<file path="config.mk">
export PLATFORM = sky130hd
export DESIGN_NAME = pst_ctrl
export DESIGN_NICKNAME = d
export VERILOG_FILES = /design/src/design/pst_pkg.sv /design/src/design/pst_ctrl.sv
export SDC_FILE = /design/constraint.sdc
export NUM_CORES = 1
export LEC_CHECK = 0
export BUFFER_PORTS_ARGS = -buffer_cell sky130_fd_sc_hd__buf_2
export CAP_MARGIN = 5
export CORE_AREA = 2 2 39 41
export CTS_BUF_LIST = sky130_fd_sc_hd__clkbuf_8
export DETAILED_ROUTE_END_ITERATION = 10
export DIE_AREA = 0 0 41 43
export HOLD_SLACK_MARGIN = 0.05
export PLACE_DENSITY = 0.7
export SKIP_LAST_GASP = 1
export SLEW_MARGIN = 5
export SYNTH_ARGS = -nofsm -noshare
export SYNTH_HDL_FRONTEND = slang
export SYNTH_SLANG_ARGS = --single-unit
</file>
<file path="constraint.sdc">
create_clock -name clk -period 1.9 [get_ports clk]
set_clock_uncertainty 0.2 [all_clocks]
set_input_delay 0.19 -clock clk [delete_from_list [all_inputs] [get_ports clk]]
set_output_delay 0.19 -clock clk [all_outputs]
set_load 0.005 [all_outputs]
</file>
<file path="src/design/pst_pkg.sv">
// shared widths, register indexes, mode codes and reset values
// command and status types between the controller and the datapath
// no dependencies
`timescale 1ns / 1ps

package pst_pkg;

	localparam int MAX_POINTS_DEF = 64;

	localparam int COORD_W   = 24;
	localparam int FACT_W    = 16;
	localparam int FRAC_BITS = 14;
	localparam int MODE_W    = 3;

	localparam int CFG_IDX_W  = 3;
	localparam int CFG_DATA_W = 24;

	localparam logic [CFG_IDX_W-1:0] REG_MODE    = 3'd0;
	localparam logic [CFG_IDX_W-1:0] REG_SCALE   = 3'd1;
	localparam logic [CFG_IDX_W-1:0] REG_COS     = 3'd2;
	localparam logic [CFG_IDX_W-1:0] REG_SIN     = 3'd3;
	localparam logic [CFG_IDX_W-1:0] REG_SHIFT_X = 3'd4;
	localparam logic [CFG_IDX_W-1:0] REG_SHIFT_Y = 3'd5;

	localparam logic [MODE_W-1:0] MODE_TRANSLATE  = 3'd0;
	localparam logic [MODE_W-1:0] MODE_ORIGIN     = 3'd1;
	localparam logic [MODE_W-1:0] MODE_SCALE_BOTH = 3'd2;
	localparam logic [MODE_W-1:0] MODE_SCALE_X    = 3'd3;
	localparam logic [MODE_W-1:0] MODE_SCALE_Y    = 3'd4;
	localparam logic [MODE_W-1:0] MODE_ROTATE     = 3'd5;

	localparam logic signed [FACT_W-1:0] FACT_ONE = 16'sd16384;

	typedef struct packed {
		logic accept;
		logic div_start;
		logic diff;
		logic mul1;
		logic mul2;
		logic emit;
	} cmd_t;

	typedef struct packed {
		logic div_done;
		logic idx_last;
		logic out_free;
	} status_t;

endpackage

</file>
<file path="src/design/pst_ctrl.sv">
// controller: load, centroid divide, then a per-point emit sequence
// depends on pst_pkg
`timescale 1ns / 1ps

module pst_ctrl (
	input  logic             clk,
	input  logic             arst_n,
	input  logic             in_valid,
	input  logic             last_point,
	input  pst_pkg::status_t status,
	output logic             in_stall,
	output pst_pkg::cmd_t    cmd
);

	typedef enum logic [7:0] {
		ST_LOAD   = 8'b0000_0001,
		ST_DSTART = 8'b0000_0010,
		ST_DWAIT  = 8'b0000_0100,
		ST_READ   = 8'b0000_1000,
		ST_DIFF   = 8'b0001_0000,
		ST_MUL1   = 8'b0010_0000,
		ST_MUL2   = 8'b0100_0000,
		ST_EMIT   = 8'b1000_0000
	} state_t;

	state_t state_q, state_d;

	always_ff @(posedge clk or negedge arst_n) begin
		if (!arst_n) begin
			state_q <= ST_LOAD;
		end else begin
			state_q <= state_d;
		end
	end

	always_comb begin
		state_d       = state_q;
		cmd           = '0;
		in_stall      = 1'b1;
		unique case (state_q)
			ST_LOAD: begin
				in_stall   = 1'b0;
				cmd.accept = in_valid;
				if (in_valid && last_point) begin
					state_d = ST_DSTART;
				end
			end
			ST_DSTART: begin
				// sums now include the closing point
				cmd.div_start = 1'b1;
				state_d       = ST_DWAIT;
			end
			ST_DWAIT: begin
				if (status.div_done) begin
					state_d = ST_READ;
				end
			end
			ST_READ: state_d = ST_DIFF;
			ST_DIFF: begin
				cmd.diff = 1'b1;
				state_d  = ST_MUL1;
			end
			ST_MUL1: begin
				cmd.mul1 = 1'b1;
				state_d  = ST_MUL2;
			end
			ST_MUL2: begin
				cmd.mul2 = 1'b1;
				state_d  = ST_EMIT;
			end
			ST_EMIT: begin
				if (status.out_free) begin
					cmd.emit = 1'b1;
					state_d  = status.idx_last ? ST_LOAD : ST_READ;
				end
			end
			default: state_d = ST_LOAD;
		endcase
	end

endmodule

</file>
==> results.json <==
{
  "outcome": "finished, violations left",
  "failed_checks": "negative setup slack",
  "timing.critical_path.required_ps": 1510,
  "number_of_flip_flops_in_the_largest_register": 8,
  "register_area_um2": 205.2,
  "final_period_minus_worst_setup_slack_ps": 1914,
  "dominantRegCellSynth": "dfrtp_1",
  "cts_tree": "done",
  "synthCells": 48,
  "dpl_cell_area_um2": 553.0,
  "timing.slew.headroom_pct": 76.26,
  "detail_route.wl_per_cell_um": 12.34,
  "route.antenna.remaining_nets": 0,
  "postSynthAreaPerCell_um2": 9.749,
  "critical_path.endpoint": "cmd[2]",
  "critical_path_class": "flip-flop to primary output",
  "cellLeakagePower_nw": 0.3479,
  "regToRegStartpoint": "state_q[2]$_DFFE_PN0P_",
  "critPathMaxStageDelay_ps": 520,
  "critPathArrivalTime_ps": 1520,
  "drt-pass1-iter-count": 2,
  "grt_pass1_vias": 394,
  "start_util_pct": 33.82,
  "filler_cell_count": 134,
  "h_tree_levels": 1,
  "first_pass_grt_wire_length_um": 1800,
  "slew_violations": 0,
  "finalHoldWorstSlack_ps": 66.32,
  "dieHeight_um": 43,
  "layout_worst_path_cycle_share_pct": 100.8,
  "top_level_ports": 14,
  "largest-register": "state_q",
  "synth-seq-cells": 8,
  "floorplan.core_area_mm2": 0.001384,
  "utilization_pct": 50.90,
  "global_route.overflow_total": 0,
  "n_antenna_cell": 0,
  "global_route.usage.total_pct": 16.23,
  "floorplan.die_area_mm2": 0.001763,
  "worst-r2r-setup-slack_ps": 90,
  "num_vias": 451,
  "rows": 14,
  "cells_along_the_critical_path": "buf_6, or4b_4, nor2_2, buf_2",
  "rsz0062_at_grt": "yes",
  "post_route_cells_drive_above_1_share_pct": 48.65,
  "critical_path.top_delay_family": "simple AND/OR/NAND/NOR gates",
  "grt_start_max_net_pins": 9,
  "ctsLongestPathBuffers": 2,
  "port_buffers": 13,
  "timing.final.setup_violations": 2,
  "layout.cell_area.non_filler_um2": 704.4,
  "postLayoutSetupSlackWorst_ps": -14.43,
  "synth-edff-count": 0,
  "synth_nets": 55,
  "worstSkewPairLatency_ps": 240,
  "crit_start": "state_q[2]$_DFFE_PN0P_",
  "post_synth_instance_area_um2": 467.9,
  "wirelength_um": 1111,
  "max-vdd-ir-drop_mv": 0.4280,
  "timing.critical_path.depth": 4,
  "synth_async_sr_flop_share_pct": 100.0,
  "synthesis.yosys.warnings": 0,
  "post_synth_num_cell_types": 24,
  "detailed_place_hpwl_um": 729.5,
  "multi_input_area_um2": 281.5,
  "drt-vias-per-instance": 5.011,
  "clkSinkCount": 8,
  "die_width_um": 41,
  "critical_path.reg2reg.endpoint": "state_q[0]$_DFFE_PN1P_",
  "cap_viol_max_count": 0,
  "max_freq_mhz": 522.3,
  "area_delta_synth_final_pct": 50.53,
  "crit_path_max_fanout": 4,
  "dp_worst_setup_slack_ps": 70.37,
  "hold_path.class": "input pin to flip-flop",
  "seq_area_frac_synth_pct": 43.05,
  "fin_nets": 82,
  "p_total_w": 0.0007933,
  "final-hold-violation-count": 0,
  "cp_num_buf_inv": 2,
  "cp_slowest_cell": "or4b_4",
  "drcViolationCount": 0,
  "antenna_found_initial": 0,
  "critical_path.endpoint_type": "primary output",
  "cts_clk_pin_slew_worst_paths_ps": 40,
  "p_per_cell_area_mw_per_mm2": 1126,
  "worst_slew_pin_slew_ps": 353.2,
  "first_iter_violations": 6,
  "clk_root_buffer_cell": "clkbuf_8",
  "biggestRegsByFlops": "state_q x8",
  "gp_congestion": 0.6797,
  "cts_buffers": 3,
  "timing.critical_path.from_type": "flip-flop",
  "worst-r2r-cell-count": 6
}
==> synthesized netlist by cell type, types with 2 or more instances <==
library cell  instances  area (µm²)
nand2_1               3       11.26
dfrtp_1               7       175.2
nand2b_1              2       12.51
inv_1                 3       11.26
nor2_1               10       37.54
and4b_1               3       30.03
and2_1                2       12.51
nand4b_1              2       17.52
==> how the worst min path moves through the flow <==
stage                          from                      to  slack [ps]  depth (start not counted)
after CTS                 status[2]  state_q[2]$_DFFE_PN0P_          70                          4
after global routing      status[0]  state_q[0]$_DFFE_PN1P_          90                          3
after floorplan              arst_n  state_q[1]$_DFFE_PN0P_        -310                          0
final                     status[2]  state_q[2]$_DFFE_PN0P_          70                          4
after global placement       arst_n  state_q[4]$_DFFE_PN0P_        -160                          1
after detailed placement     arst_n  state_q[6]$_DFFE_PN0P_        -160                          1
==> cell usage in the layout (no fill, tap or decap) <==
cell type and instances:
and2_1 2, o21ai_0 1, nand4b_4 1, nand4_1 1, or4b_4 2, nor4_2 1
o22ai_1 1, nand4b_1 2, nand2b_1 2, buf_4 6, or2_1 1, dlygate4sd3_1 2
nor2_1 7, a21oi_1 1, dfrtp_1 4, nor4_4 1, a31oi_1 1, dfrtp_2 3
o311ai_0 1, inv_1 4, nor2_2 4, nand2_1 3, xnor2_1 1, buf_2 13
and4b_1 3, clkbuf_8 3, buf_6 1, nor4b_1 1, dfstp_2 1
==> metrics by stage <==
stage          std cells  setup TNS, ps
2_1_floorplan         48              0
3_3_place_gp          77              0
3_5_place_dp          77              0
4_1_cts               86         -50.10
5_1_grt               90         -379.9
6_report              90         -21.65
==> logic make-up after synthesis <==
group	Yosys count	share of synthesized area, %
buffers and inverters	3	2.406
AO/OA/AOI/OAI	5	6.684
AND/OR/NAND/NOR	31	45.99
XOR/XNOR	1	1.872
flip-flops	8	43.05
==> metal layers <==
| layer | vias to the layer above | GRT usage, % | part of all wire, % |
|---|---|---|---|
| met5 | - | 0 | 0 |
| met4 | 0 | 12.00 | 3.2 |
| met3 | 5 | 6.283 | 4.3 |
| met2 | 13 | 22.19 | 47 |
| met1 | 206 | 19.60 | 45 |
| li1 | 227 | - | - |
==> area by class of cell <==
type | count | area share, %
Sequential cell | 8 | 29.13
Tap cell | 16 | 2.842
Multi-Input combinational cell | 37 | 39.96
Timing Repair Buffer | 22 | 20.07
Inverter | 3 | 1.599
Clock inverter | 1 | 0.5329
Clock buffer | 3 | 5.861
==> tightest hold or removal path: cells and delay by family <==
kind | cells | cell delay, ps
AND/OR/NAND/NOR | 2 | 160
buffers and inverters | 2 | 110
==> where the power goes <==
group / internal (W) / switching (W) / total (W)
registers: 0.000210 / 0.0000386 / 0.000249
logic: 0.000175 / 0.000151 / 0.000326
clock network: 0.000141 / 0.0000781 / 0.000219
total: 0.000526 / 0.000268 / 0.000793
==> timing repair <==
action | 4_1_cts | 5_1_grt
resized for setup | 1 | 9
hold buffers | 2 | 0
endpoints found under the setup margin | 1 | 10
setup buffers | 3 | 4
hold endpoints to repair | 9 | 0
pin swaps | 3 | 3
(Power assumes the default switching activity.)
